File: src/sv/qfbr_pkg.sv
// ============================================================================
// qfbr_pkg: shared types and constants of the quadword FIFO bit reader.
// Holds opcodes, field widths, control structs and the byte reordering.
// ============================================================================
package qfbr_pkg;

  localparam int QW_BITS  = 128;
  localparam int WORD_W   = 64;
  localparam int DATA_W   = 32;
  localparam int MAX_BITS = 32;
  localparam int OP_W     = 3;
  localparam int CNT_W    = 6;
  localparam int OFS_W    = 7;
  localparam int BUF_W    = 11;

  typedef enum logic [OP_W-1:0] {
    OP_PUSH    = 3'd0,
    OP_PEEK    = 3'd1,
    OP_ADVANCE = 3'd2,
    OP_ALIGN   = 3'd3,
    OP_CLEAR   = 3'd4
  } op_t;

  typedef struct packed {
    logic push;
    logic pop;
  } cell_ctl_t;

  typedef struct packed {
    logic             success;
    logic             peek_en;
    logic [BUF_W-1:0] bits_buffered;
  } ctrl_stat_t;

  typedef struct packed {
    logic [DATA_W-1:0] peek_data;
    logic              success;
    logic [BUF_W-1:0]  bits_buffered;
  } result_t;

  // Places stream byte k at the top end so that stream bit p sits at bit 127-p.
  function automatic logic [QW_BITS-1:0] stream_order(input logic [WORD_W-1:0] lo,
                                                      input logic [WORD_W-1:0] hi);
    logic [2*WORD_W-1:0] raw;
    logic [QW_BITS-1:0]  res;
    raw = {hi, lo};
    for (int k = 0; k < QW_BITS / 8; k++) begin
      res[QW_BITS-1-8*k -: 8] = raw[8*k +: 8];
    end
    return res;
  endfunction

endpackage

File: src/sv/qfbr_if.sv
// ============================================================================
// qfbr_if: command and response channels of the quadword FIFO bit reader.
// Each channel moves one beat when valid and ready are both high.
// ============================================================================
interface qfbr_cmd_if;
  import qfbr_pkg::*;

  logic              valid;
  logic              ready;
  logic [OP_W-1:0]   opcode;
  logic [CNT_W-1:0]  bit_count;
  logic [WORD_W-1:0] word_low;
  logic [WORD_W-1:0] word_high;

  modport source (output valid, output opcode, output bit_count, output word_low,
                  output word_high, input ready);
  modport sink (input valid, input opcode, input bit_count, input word_low,
                input word_high, output ready);
endinterface

interface qfbr_rsp_if;
  import qfbr_pkg::*;

  logic              valid;
  logic              ready;
  logic [DATA_W-1:0] peek_data;
  logic              success;
  logic [BUF_W-1:0]  bits_buffered;

  modport source (output valid, output peek_data, output success, output bits_buffered,
                  input ready);
  modport sink (input valid, input peek_data, input success, input bits_buffered,
                output ready);
endinterface

File: src/sv/qfbr_cell.sv
// ============================================================================
// qfbr_cell: one quadword slot of the FIFO chain.
// Loads a pushed quadword at its own index and takes its neighbor on a pop.
// ============================================================================
module qfbr_cell #(
  parameter int INDEX = 0,
  parameter int CW    = 4
) (
  input  logic                          clk,
  input  qfbr_pkg::cell_ctl_t           ctl,
  input  logic [CW-1:0]                 fill,
  input  logic [qfbr_pkg::QW_BITS-1:0]  load_data,
  input  logic [qfbr_pkg::QW_BITS-1:0]  from_next,
  output logic [qfbr_pkg::QW_BITS-1:0]  data
);
  import qfbr_pkg::*;

  always_ff @(posedge clk) begin
    if (ctl.push && fill == CW'(INDEX)) begin
      data <= load_data;
    end else if (ctl.pop) begin
      data <= from_next;
    end
  end

endmodule

File: src/sv/qfbr_window.sv
// ============================================================================
// qfbr_window: bit extractor for peeks.
// Selects up to 32 bits at the read offset from the head quadword and the top
// of the following one, right-aligned.
// ============================================================================
module qfbr_window (
  input  logic [qfbr_pkg::QW_BITS-1:0] head,
  input  logic [qfbr_pkg::DATA_W-1:0]  follow,
  input  logic [qfbr_pkg::OFS_W-1:0]   offset,
  input  logic [qfbr_pkg::CNT_W-1:0]   bits,
  output logic [qfbr_pkg::DATA_W-1:0]  data
);
  import qfbr_pkg::*;

  logic [QW_BITS+DATA_W-1:0] span;
  logic [DATA_W-1:0]         lead;
  logic [CNT_W-1:0]          drop;

  assign span = {head, follow} << offset;
  assign lead = span[QW_BITS+DATA_W-1 -: DATA_W];
  assign drop = CNT_W'(DATA_W) - bits;
  assign data = lead >> drop;

endmodule

File: src/sv/qfbr_ctrl.sv
// ============================================================================
// qfbr_ctrl: fill count and read offset of the bit reader.
// Decodes each accepted beat, checks a push against the fill count and a peek
// or advance against the buffered bits and drives push and pop to the cells.
// ============================================================================
module qfbr_ctrl #(
  parameter int FIFO_DEPTH = 8,
  parameter int CW         = 4
) (
  input  logic                          clk,
  input  logic                          rst,
  input  logic                          accept,
  input  logic [qfbr_pkg::OP_W-1:0]     opcode,
  input  logic [qfbr_pkg::CNT_W-1:0]    bit_count,
  output qfbr_pkg::cell_ctl_t           ctl,
  output logic [CW-1:0]                 count,
  output logic [qfbr_pkg::OFS_W-1:0]    offset,
  output qfbr_pkg::ctrl_stat_t          stat
);
  import qfbr_pkg::*;

  localparam int BW = (CW + OFS_W > BUF_W) ? CW + OFS_W : BUF_W;

  logic [CW-1:0]    count_next;
  logic [OFS_W-1:0] offset_next;
  logic [BW-1:0]    cap;
  logic [BW-1:0]    avail;
  logic [BW-1:0]    left_next;
  logic [CNT_W-1:0] adv_amount;
  logic [CNT_W-1:0] align_amount;
  logic [CNT_W-1:0] amount;
  logic [OFS_W:0]   sum;
  logic             adv_ok;
  logic             peek_ok;
  logic             push_ok;

  assign cap          = BW'({count, {OFS_W{1'b0}}});
  assign avail        = cap - BW'(offset);
  assign adv_amount   = (bit_count > CNT_W'(MAX_BITS)) ? CNT_W'(MAX_BITS) : bit_count;
  assign align_amount = (offset[2:0] == 3'd0) ? '0 : CNT_W'(4'd8 - {1'b0, offset[2:0]});
  assign amount       = (opcode == OP_ALIGN) ? align_amount : adv_amount;
  assign sum          = {1'b0, offset} + (OFS_W+1)'(amount);
  assign adv_ok       = BW'(sum) <= cap;
  assign peek_ok      = (bit_count <= CNT_W'(MAX_BITS)) && (avail != '0)
                        && (BW'(bit_count) <= avail);
  assign push_ok      = count < CW'(FIFO_DEPTH);
  assign left_next    = BW'({count_next, {OFS_W{1'b0}}}) - BW'(offset_next);

  always_comb begin
    count_next   = count;
    offset_next  = offset;
    ctl          = '0;
    stat.success = 1'b0;
    stat.peek_en = 1'b0;
    if (accept) begin
      unique case (opcode)
        OP_PUSH: begin
          if (push_ok) begin
            ctl.push     = 1'b1;
            count_next   = count + CW'(1);
            stat.success = 1'b1;
          end
        end
        OP_PEEK: begin
          if (peek_ok) begin
            stat.success = 1'b1;
            stat.peek_en = 1'b1;
          end
        end
        OP_ADVANCE, OP_ALIGN: begin
          if (adv_ok) begin
            stat.success = 1'b1;
            offset_next  = sum[OFS_W-1:0];
            if (sum[OFS_W]) begin
              ctl.pop    = 1'b1;
              count_next = count - CW'(1);
            end
          end
        end
        OP_CLEAR: begin
          count_next   = '0;
          offset_next  = '0;
          stat.success = 1'b1;
        end
        default: begin
        end
      endcase
    end
    stat.bits_buffered = left_next[BUF_W-1:0];
  end

  always_ff @(posedge clk) begin
    if (rst) begin
      count  <= '0;
      offset <= '0;
    end else begin
      count  <= count_next;
      offset <= offset_next;
    end
  end

endmodule

File: src/sv/quadword_fifo_bit_reader.sv
// ============================================================================
// quadword_fifo_bit_reader: big-endian bit reader over a chain of quadword cells.
// A response beat is registered from its command beat, or held in a skid register while
// the output stalls; one beat per cycle until a stalled response fills the skid register.
// Reset clears fill count, read offset and held response beats, not cell data.
// ============================================================================
module quadword_fifo_bit_reader #(
  parameter int FIFO_DEPTH = 8
) (
  input logic        clk,
  input logic        rst,
  qfbr_cmd_if.sink   cmd,
  qfbr_rsp_if.source rsp
);
  import qfbr_pkg::*;

  localparam int CW = $clog2(FIFO_DEPTH + 1);

  logic               accept;
  cell_ctl_t          cell_ctl;
  ctrl_stat_t         stat;
  logic [CW-1:0]      count;
  logic [OFS_W-1:0]   offset;
  logic [QW_BITS-1:0] load_data;
  logic [QW_BITS-1:0] cell_data [FIFO_DEPTH];
  logic [QW_BITS-1:0] next_data [FIFO_DEPTH];
  logic [DATA_W-1:0]  win_data;
  result_t            res;
  result_t            out_beat;
  result_t            skid_beat;
  logic               out_valid;
  logic               skid_valid;

  assign cmd.ready = !skid_valid;
  assign accept    = cmd.valid && cmd.ready;
  assign load_data = stream_order(cmd.word_low, cmd.word_high);

  qfbr_ctrl #(
    .FIFO_DEPTH (FIFO_DEPTH),
    .CW         (CW)
  ) u_ctrl (
    .clk       (clk),
    .rst       (rst),
    .accept    (accept),
    .opcode    (cmd.opcode),
    .bit_count (cmd.bit_count),
    .ctl       (cell_ctl),
    .count     (count),
    .offset    (offset),
    .stat      (stat)
  );

  for (genvar i = 0; i < FIFO_DEPTH; i++) begin : g_cell
    if (i < FIFO_DEPTH - 1) begin : g_mid
      assign next_data[i] = cell_data[i+1];
    end else begin : g_last
      assign next_data[i] = '0;
    end

    qfbr_cell #(
      .INDEX (i),
      .CW    (CW)
    ) u_cell (
      .clk       (clk),
      .ctl       (cell_ctl),
      .fill      (count),
      .load_data (load_data),
      .from_next (next_data[i]),
      .data      (cell_data[i])
    );
  end

  qfbr_window u_window (
    .head   (cell_data[0]),
    .follow (cell_data[1][QW_BITS-1 -: DATA_W]),
    .offset (offset),
    .bits   (cmd.bit_count),
    .data   (win_data)
  );

  assign res.peek_data     = stat.peek_en ? win_data : '0;
  assign res.success       = stat.success;
  assign res.bits_buffered = stat.bits_buffered;

  always_ff @(posedge clk) begin
    if (rst) begin
      out_valid  <= 1'b0;
      skid_valid <= 1'b0;
    end else if (!out_valid || rsp.ready) begin
      if (skid_valid) begin
        out_valid  <= 1'b1;
        skid_valid <= 1'b0;
      end else begin
        out_valid <= accept;
      end
    end else if (accept) begin
      skid_valid <= 1'b1;
    end
  end

  always_ff @(posedge clk) begin
    if (!out_valid || rsp.ready) begin
      out_beat <= skid_valid ? skid_beat : res;
    end else if (accept) begin
      skid_beat <= res;
    end
  end

  assign rsp.valid         = out_valid;
  assign rsp.peek_data     = out_beat.peek_data;
  assign rsp.success       = out_beat.success;
  assign rsp.bits_buffered = out_beat.bits_buffered;

endmodule

File: src/flat_wrapper.sv
// flat-port wrapper written by rule: the top's interface ports become plain ports
module quadword_fifo_bit_reader_flat import qfbr_pkg::*;
#(
  parameter int FIFO_DEPTH = 8
)
  (clk, rst, cmd_valid, cmd_opcode, cmd_bit_count, cmd_word_low, cmd_word_high, cmd_ready, rsp_valid, rsp_peek_data, rsp_success, rsp_bits_buffered, rsp_ready);
  qfbr_cmd_if cmd_i ();
  qfbr_rsp_if rsp_i ();
  input logic clk;
  input logic rst;
  input wire logic [$bits(cmd_i.valid)-1:0] cmd_valid;
  input wire logic [$bits(cmd_i.opcode)-1:0] cmd_opcode;
  input wire logic [$bits(cmd_i.bit_count)-1:0] cmd_bit_count;
  input wire logic [$bits(cmd_i.word_low)-1:0] cmd_word_low;
  input wire logic [$bits(cmd_i.word_high)-1:0] cmd_word_high;
  output wire logic [$bits(cmd_i.ready)-1:0] cmd_ready;
  output wire logic [$bits(rsp_i.valid)-1:0] rsp_valid;
  output wire logic [$bits(rsp_i.peek_data)-1:0] rsp_peek_data;
  output wire logic [$bits(rsp_i.success)-1:0] rsp_success;
  output wire logic [$bits(rsp_i.bits_buffered)-1:0] rsp_bits_buffered;
  input wire logic [$bits(rsp_i.ready)-1:0] rsp_ready;
  assign cmd_i.valid = cmd_valid;
  assign cmd_i.opcode = cmd_opcode;
  assign cmd_i.bit_count = cmd_bit_count;
  assign cmd_i.word_low = cmd_word_low;
  assign cmd_i.word_high = cmd_word_high;
  assign cmd_ready = cmd_i.ready;
  assign rsp_valid = rsp_i.valid;
  assign rsp_peek_data = rsp_i.peek_data;
  assign rsp_success = rsp_i.success;
  assign rsp_bits_buffered = rsp_i.bits_buffered;
  assign rsp_i.ready = rsp_ready;
  quadword_fifo_bit_reader #(.FIFO_DEPTH(FIFO_DEPTH)) u_core (.clk(clk), .rst(rst), .cmd(cmd_i), .rsp(rsp_i));
endmodule
File: config.mk
export PLATFORM = sky130hd
export DESIGN_NAME = quadword_fifo_bit_reader_flat
export DESIGN_NICKNAME = d
export VERILOG_FILES = /design/src/sv/qfbr_pkg.sv /design/src/sv/qfbr_if.sv /design/src/sv/qfbr_cell.sv /design/src/sv/qfbr_window.sv /design/src/sv/qfbr_ctrl.sv /design/src/sv/quadword_fifo_bit_reader.sv /design/src/flat_wrapper.sv
export SDC_FILE = /design/constraint.sdc
export NUM_CORES = 2
export LEC_CHECK = 0
export BUFFER_PORTS_ARGS = -buffer_cell sky130_fd_sc_hd__buf_2
export CELL_PAD_IN_SITES_DETAIL_PLACEMENT = 0
export CELL_PAD_IN_SITES_GLOBAL_PLACEMENT = 1
export CORE_ASPECT_RATIO = 0.75
export CORE_UTILIZATION = 40
export CTS_CLUSTER_DIAMETER = 40
export DETAILED_ROUTE_END_ITERATION = 8
export PLACE_DENSITY_LB_ADDON = 0.12
export SYNTH_ARGS = -nofsm -noshare
export SYNTH_HDL_FRONTEND = slang
export SYNTH_SLANG_ARGS = --single-unit
export TNS_END_PERCENT = 20
File: constraint.sdc
create_clock -name clk -period 14.3 [get_ports clk]
set_input_delay 4.29 -clock clk [delete_from_list [all_inputs] [get_ports clk]]
set_output_delay 4.29 -clock clk [all_outputs]
set_load 0.05 [all_outputs]
## After elaboration in Yosys (flattened, before gate mapping)

Cells that the tools add are included.

| word-level totals | value |
|---|---|
| input bits | 141 |
| latch bits | 0 |
| logic and storage cells | 114 |
| output and inout bits | 46 |
| memory bits (writable) | 0 |
| memory bits (read-only) | 0 |
| memories kept | 0 |
| register bits after elaboration | 1125 |

| cells by class | value |
|---|---|
| equality and inequality tests | 11 |
| divide/modulo/power cells | 0 |
| order comparisons | 5 |
| reductions and logical operators | 29 |
| add/sub/neg operators | 7 |
| bitwise operators | 1 |
| shift operators | 2 |
| multiplexer cells | 41 |
| $mul | 0 |

Operators with widths:

| operator | number |
|---|---|
| 128-bit 2-to-1 mux | 16 |
| 160-bit by 7-bit << shifter with 160-bit output | 1 |
| 44-bit 2-to-1 mux | 1 |
| 32-bit 2-to-1 mux | 1 |
| 32-bit by 6-bit >> shifter with 32-bit output | 1 |
| 11-bit by 7-bit subtractor with 11-bit output | 2 |
| 6-bit 2-to-1 mux | 3 |
| 4-bit by 3-bit == test with 1-bit output, second input constant | 4 |
| 4-bit 2-to-1 mux | 4 |
| 2-bit nonzero test | 8 |
| 7-bit 2-to-1 mux | 2 |
| 7-bit case mux with 2 select lines | 1 |
| 4-bit case mux with 3 select lines | 1 |
| 6-bit by 11-bit less-or-equal comparator with 1-bit output | 1 |
| 8-bit by 11-bit less-or-equal comparator with 1-bit output | 1 |
| 1-bit logical AND | 11 |
| 11-bit nonzero test | 1 |
| 7-bit by 6-bit adder with 8-bit output | 1 |
| 4-bit by 2-bit == test with 1-bit output, second input constant | 2 |
| 1-bit 2-to-1 mux | 8 |
| 3-bit by 2-bit == test with 1-bit output, second input constant | 2 |
| 6-bit greater-than comparator, second input constant | 1 |
| 6-bit less-or-equal comparator, second input constant | 1 |
| 3-bit zero test | 2 |
| 16 further kinds | 20 |

## Logic depth before layout (Yosys ltp)

| logic depth | value |
|---|---|
| word-level depth | 10 |
| mapped depth | 29 |
| depth with buffers taken out | 26 |

## Hierarchy

From an unflattened synthesis, not the netlist that was laid out.

| unflattened totals | value |
|---|---|
| cell total of the unflattened synthesis | 4151 |
| area total of the unflattened synthesis | 65972.0 µm² |

By module, submodules not included:

| module | cells an instance | times used | sequential area each (µm²) | area an instance (µm²) |
|---|---|---|---|---|
| qfbr_cell at u_core.g_cell[1].u_cell ... | 273 | 3 | 3843.7 | 5964.5 |
| qfbr_window | 1540 | 1 | 0.0 | 13028.7 |
| qfbr_cell at u_core.g_cell[5].u_cell ... | 273 | 2 | 3843.7 | 5967.0 |
| qfbr_cell at u_core.g_cell[0].u_cell | 273 | 1 | 3843.7 | 5962.0 |
| qfbr_cell at u_core.g_cell[7].u_cell | 273 | 1 | 3843.7 | 5873.1 |
| qfbr_cell at u_core.g_cell[3].u_cell | 273 | 1 | 3843.7 | 5854.4 |
| quadword_fifo_bit_reader | 182 | 1 | 2682.6 | 3627.2 |
| qfbr_ctrl | 245 | 1 | 220.2 | 1799.2 |

## Worst setup path before layout

OpenSTA, ideal clock, no wires.

| timing | value |
|---|---|
| path kind | input -> register |
| start point | input port cmd_bit_count[0] |
| end point | register u_core.g_cell[0].u_cell.data[0] (netlist bit) (enable) |
| library setup time | 1113 ps |
| stages on the path | 20 |
| data required time | 13187 ps |
| path buffers | 3 |
| slack | 2733 ps |
| arrival | 10454 ps |
| path through | clkbuf_1 inv_2 buf_1 ha_1 inv_1 o41ai_1 nand3_1 o21ai_0 ha_1 a21o_1 a31oi_1 a21oi_1 o21ai_0 ha_1 nand2_1 and4bb_2 a31oi_1 or2_2 clkbuf_1 nand2_1 |

| between the ends | value |
|---|---|
| longest elaborated chain between the ends | 9 |

RTL lines:

| item | RTL line | RTL |
|---|---|---|
| start, declared | flat_wrapper.sv:13 | `input wire logic [$bits(cmd_i.bit_count)-1:0] cmd_bit_count;` |
| 6-bit greater-than comparator | qfbr_ctrl.sv:39 | `assign adv_amount = (bit_count > CNT_W'(MAX_BITS)) ? CNT_W'(MAX_BITS) : bit_count;` |
| 6-bit 2-to-1 mux * | qfbr_ctrl.sv:39 |  |
| 6-bit 2-to-1 mux * | qfbr_ctrl.sv:41 | `assign amount = (opcode == OP_ALIGN) ? align_amount : adv_amount;` |
| 7-bit by 6-bit adder with 8-bit output * | qfbr_ctrl.sv:42 | `assign sum = {1'b0, offset} + (OFS_W+1)'(amount);` |
| 8-bit by 11-bit less-or-equal comparator with 1-bit output / 1-bit 2-to-1 mux (equally long branches) | qfbr_ctrl.sv:43, qfbr_ctrl.sv:74 |  |
| 1-bit 2-to-1 mux * | qfbr_ctrl.sv:71 | `if (adv_ok) begin` |
| 1-bit 2-to-1 mux * | qfbr_ctrl.sv:56 | `unique case (opcode)` |
| 2-bit 2-to-1 mux * | qfbr_ctrl.sv:55 | `if (accept) begin` |
| 2-bit nonzero test (no source line) * | -- |  |
| end signal, assigned | qfbr_cell.sv:20 | `data <= load_data;` |
| end signal, assigned | qfbr_cell.sv:22 | `data <= from_next;` |
| end, declared | qfbr_cell.sv:14 | `output logic [qfbr_pkg::QW_BITS-1:0] data` |

Every way passes the cells marked *; elsewhere a longest branch is shown, timed or not.
A chain may end at the register's enable or synchronous reset.

## Worst setup path after layout

| timing | value |
|---|---|
| start point | input port cmd_bit_count[0] |
| end point | register u_core.g_cell[7].u_cell.data[108] (netlist bit) (enable) |

| between the ends | value |
|---|---|
| longest elaborated chain between the ends | 9 |

RTL lines:

| item | RTL line |
|---|---|
| 6-bit greater-than comparator | qfbr_ctrl.sv:39 |
| 6-bit 2-to-1 mux * | qfbr_ctrl.sv:39 |
| 6-bit 2-to-1 mux * | qfbr_ctrl.sv:41 |
| 7-bit by 6-bit adder with 8-bit output * | qfbr_ctrl.sv:42 |
| 8-bit by 11-bit less-or-equal comparator with 1-bit output / 1-bit 2-to-1 mux (equally long branches) | qfbr_ctrl.sv:43, qfbr_ctrl.sv:74 |
| 1-bit 2-to-1 mux * | qfbr_ctrl.sv:71 |
| 1-bit 2-to-1 mux * | qfbr_ctrl.sv:56 |
| 2-bit 2-to-1 mux * | qfbr_ctrl.sv:55 |
| 2-bit nonzero test (no source line) * | -- |
| end signal, assigned | qfbr_cell.sv:20 |
| end signal, assigned | qfbr_cell.sv:22 |
| end, declared | qfbr_cell.sv:14 |

Marked as above.

==> impl_metrics.prom <==
# TYPE chip_impl_metric gauge
chip_impl_metric{name="design.die.area",unit="mm2"} 0.156
chip_impl_info{name="worstSetupEndpointType",value="flop"} 1
chip_impl_metric{name="clockBufferDepth",unit=""} 3
chip_impl_metric{name="final_wirelength",unit="um"} 214000
chip_impl_metric{name="crit_required",unit="ps"} 14540
chip_impl_metric{name="critPathMaxFanout",unit=""} 88
chip_impl_info{name="ys_dominant_reg_cell",value="edfxtp_1"} 1
chip_impl_metric{name="count_of_nets_after_finishing",unit=""} 4666
chip_impl_info{name="synth_area_leaders",value="edfxtp_1 (54%), mux2_2 (19%), mux4_2 (5.5%), mux2i_1 (2.9%), and3_1 (1.4%)"} 1
chip_impl_metric{name="synth_area",unit="mm2"} 0.0619
chip_impl_metric{name="final.period_utilization",unit=""} 0.755
chip_impl_metric{name="fin_crit",unit="ps"} 10790
chip_impl_metric{name="power_density",unit="mW/mm2"} 109
chip_impl_metric{name="fmax",unit="GHz"} 0.0927
chip_impl_metric{name="avgSynthCellArea",unit="um2"} 14.1
chip_impl_metric{name="drt_iter0_markers",unit=""} 4978
chip_impl_metric{name="cts.repair_timing.setup_buffer_count",unit=""} 0
chip_impl_metric{name="remaining_design_rule_violation_count",unit=""} 0
chip_impl_metric{name="post_drt_via_cell_ratio",unit=""} 6.34
chip_impl_info{name="yosysMostFrequentCell",value="edfxtp_1"} 1
chip_impl_metric{name="core-area",unit="mm2"} 0.153
chip_impl_metric{name="cts_buffers",unit=""} 141
chip_impl_metric{name="grt_overflow_total",unit=""} 0
chip_impl_metric{name="synth.ff_latch_count",unit=""} 1125
chip_impl_metric{name="timing.critical_path.arrival",unit="ps"} 11030
chip_impl_metric{name="die_h",unit="um"} 343
chip_impl_metric{name="synthArstFlopShare",unit=""} 0
chip_impl_metric{name="drive_gt1_frac",unit=""} 0.388
chip_impl_metric{name="r2r_cells",unit=""} 17
chip_impl_metric{name="finalClockSkew",unit="ps"} 36.0
chip_impl_metric{name="grt.total_usage",unit=""} 0.270
chip_impl_metric{name="synthesis.nets",unit=""} 4555
chip_impl_metric{name="route.antenna.remaining_nets",unit=""} 0
chip_impl_metric{name="slew_headroom",unit=""} 0.105
chip_impl_metric{name="setup_viol",unit=""} 0
chip_impl_metric{name="hold_depth",unit=""} 2
chip_impl_info{name="setup.worst_path.start_class",value="input pin"} 1
chip_impl_metric{name="ctsResizeCount",unit=""} 0
chip_impl_metric{name="cts.sink_count",unit=""} 1125
chip_impl_metric{name="power.total",unit="W"} 0.00759
chip_impl_metric{name="p_leak",unit="nW"} 25.1
chip_impl_metric{name="post-dp-hpwl",unit="um"} 151000
chip_impl_metric{name="first_global_vias",unit=""} 40400
chip_impl_info{name="yosys.area.top_type",value="edfxtp_1"} 1
chip_impl_metric{name="hold_viol",unit=""} 0
chip_impl_metric{name="clk_latency",unit="ps"} 770
chip_impl_metric{name="routed-via-count",unit=""} 42000
chip_impl_info{name="cts_tree",value="done"} 1
chip_impl_metric{name="timing.setup.tns",unit="ps"} 0
chip_impl_metric{name="htree_num_levels",unit=""} 4
chip_impl_metric{name="worst_setup_hold_path_clk_slew",unit="ps"} 60
chip_impl_metric{name="peakVddDrop",unit="uV"} 114
chip_impl_metric{name="yosysSeqAreaShare",unit=""} 0.544
chip_impl_metric{name="number_of_antenna_violations_at_the_first_check_in_global_routing",unit=""} 12
chip_impl_metric{name="initial_core_util",unit=""} 0.405
chip_impl_metric{name="area.growth.synth_to_final",unit="%"} 12.4
chip_impl_info{name="run_status",value="complete, no violations"} 1
chip_impl_metric{name="routed_wire_length_per_instance",unit="um"} 32.2
chip_impl_info{name="min_path_type",value="reg -> reg"} 1
chip_impl_info{name="post_synth_top_cells",value="edfxtp_1 (1112), mux2_2 (1048), nand2_1 (215), nor2_1 (201), clkbuf_1 (198)"} 1
chip_impl_metric{name="dr.pass1.iters",unit=""} 6
chip_impl_metric{name="max_slew.worst_pin.slew",unit="ps"} 1330
chip_impl_metric{name="final_cells",unit=""} 6633
chip_impl_metric{name="yosysTopAreaCellShare",unit=""} 0.539
chip_impl_info{name="crit_type",value="in -> reg"} 1
chip_impl_metric{name="place.port_buffers",unit=""} 186
chip_impl_info{name="worstPathCellList",value="buf_2, buf_4, inv_2, ha_1, inv_1, o41ai_1, nand3_1, o21ai_0, ha_1, a21o_1, a31oi_1, a21oi_1, o21ai_0, ha_1, nand2_1, and4bb_2, a31oi_1, or2_2, nand2_4, buf_12"} 1
chip_impl_metric{name="regToRegSetupSlack",unit="ps"} 6690
chip_impl_metric{name="number_of_enable_flip_flop_cells_after_synthesis",unit=""} 1112
chip_impl_metric{name="synth_cell_type_count",unit=""} 110
chip_impl_metric{name="dieWidth",unit="um"} 456
chip_impl_metric{name="wire_length_of_the_first_global_routing_pass",unit="um"} 308000
chip_impl_metric{name="syn_inst",unit=""} 4390
chip_impl_info{name="grt_setup_unrepaired",value="false"} 1
chip_impl_metric{name="place_congestion",unit=""} 1.05
chip_impl_metric{name="drv_slew",unit=""} 0
chip_impl_metric{name="drv_cap",unit=""} 0
chip_impl_metric{name="numPlacedInstances",unit=""} 6373
chip_impl_metric{name="grt_max_degree",unit=""} 136
chip_impl_info{name="clk_root_buffer_cell",value="clkbuf_16"} 1
chip_impl_metric{name="row_count",unit=""} 124
chip_impl_metric{name="num_io_pins",unit=""} 187
chip_impl_info{name="critical-path-slowest-cell",value="or2_2"} 1
chip_impl_metric{name="slowest_delay",unit="ps"} 620
chip_impl_metric{name="cts_hold_buf",unit=""} 0
chip_impl_info{name="critical-path-top-cell-by-count",value="ha_1"} 1
chip_impl_metric{name="yosysWarnings",unit=""} 0
## flip-flops by register name, indices dropped and copies added, names as in the netlist
| signal | flops |
|---|---|
| u_core.rsp.peek_data | 32 |
| u_core.u_ctrl.count | 4 |
| u_core.g_cell.u_cell.data | 1024 |
| u_core.skid_valid | 1 |
| u_core.u_ctrl.offset | 7 |
| u_core.rsp.bits_buffered | 11 |
| u_core.skid_beat | 44 |
| u_core.rsp.success | 1 |
| u_core.rsp.valid | 1 |
## cell type report
| type | instances | area (um2) |
|---|---|---|
| Tap cell | 2016 | 2520 |
| Clock inverter | 95 | 1020 |
| Multi-Input combinational cell | 2922 | 26800 |
| Clock buffer | 162 | 3700 |
| Sequential cell | 1125 | 33700 |
| Timing Repair Buffer | 282 | 1720 |
| Inverter | 29 | 111 |
| Antenna cell | 2 | 5.00 |
| Fill cell | 13700 | 83400 |
## layout by cell type (no fill, tap or decap), types with 23 or more instances in the layout
master        n
clkbuf_16   145
o21ai_0      60
a211oi_1     28
mux2i_1     179
a21oi_1      70
and3_1      138
o211ai_1     34
buf_2       187
nor2_1      196
nor3_1       70
nand2_1     200
a22oi_1      47
nand3_1      67
o22ai_1      76
inv_1        23
mux4_2      150
buf_4        89
mux2_2     1048
a221oi_1     29
edfxtp_1   1112
## worst paths after layout
check	end	start
worst min-delay path	u_core.rsp.bits_buffered[4]	u_core.skid_beat[4]
worst max-delay path	u_core.g_cell[7].u_cell.data[108]	cmd_bit_count[0]
worst max register to register	u_core.g_cell[7].u_cell.data[108]	u_core.u_ctrl.offset[1]
worst min register to register	u_core.rsp.bits_buffered[4]	u_core.skid_beat[4]
## power by group
group          leakage, nW  switching, W  internal, W  total [W]
clock                 2.29       0.00146      0.00213    0.00358
sequential            11.1     0.0000159      0.00359    0.00361
combinational         11.7      0.000283     0.000112   0.000396
total                 25.1       0.00176      0.00583    0.00759
## metrics by stage
step	hold WS [ps]	utilization	worst slack (ps)	area, um2
5_1_grt	539	0.455	3290	69600
6_report	517	0.455	3510	69600
3_5_place_dp	502	0.424	2960	64800
2_1_floorplan	487	-	2730	61900
3_3_place_gp	501	0.424	2990	64800
4_1_cts	517	0.455	3830	69600
## per-layer routing
layer,wire [um],track usage,share of wire,vias up
li1,-,-,-,17900
met4,4560,0.0641,0.021,6
met2,83900,0.356,0.39,2072
met5,145,0,0.00068,-
met1,104000,0.427,0.49,21700
met3,21200,0.0745,0.099,301
## critical path: cells and delay by family
kind	cells	cell delay, ps
AND/OR/NAND/NOR	5	1610
adder cells (fa/ha/maj)	3	1040
buffers and inverters	5	1350
AO/OA/AOI/OAI	7	2250
## cell families after synthesis
kind of cell / Yosys count / share of synthesized area
flops: 1125 / 0.544
simple gates: 864 / 0.0700
fa+ha+maj: 24 / 0.00497
mux: 1393 / 0.277
xor+xnor: 26 / 0.00368
buf+inv: 343 / 0.0263
compound gates: 615 / 0.0741
(Power assumes the default switching activity.)
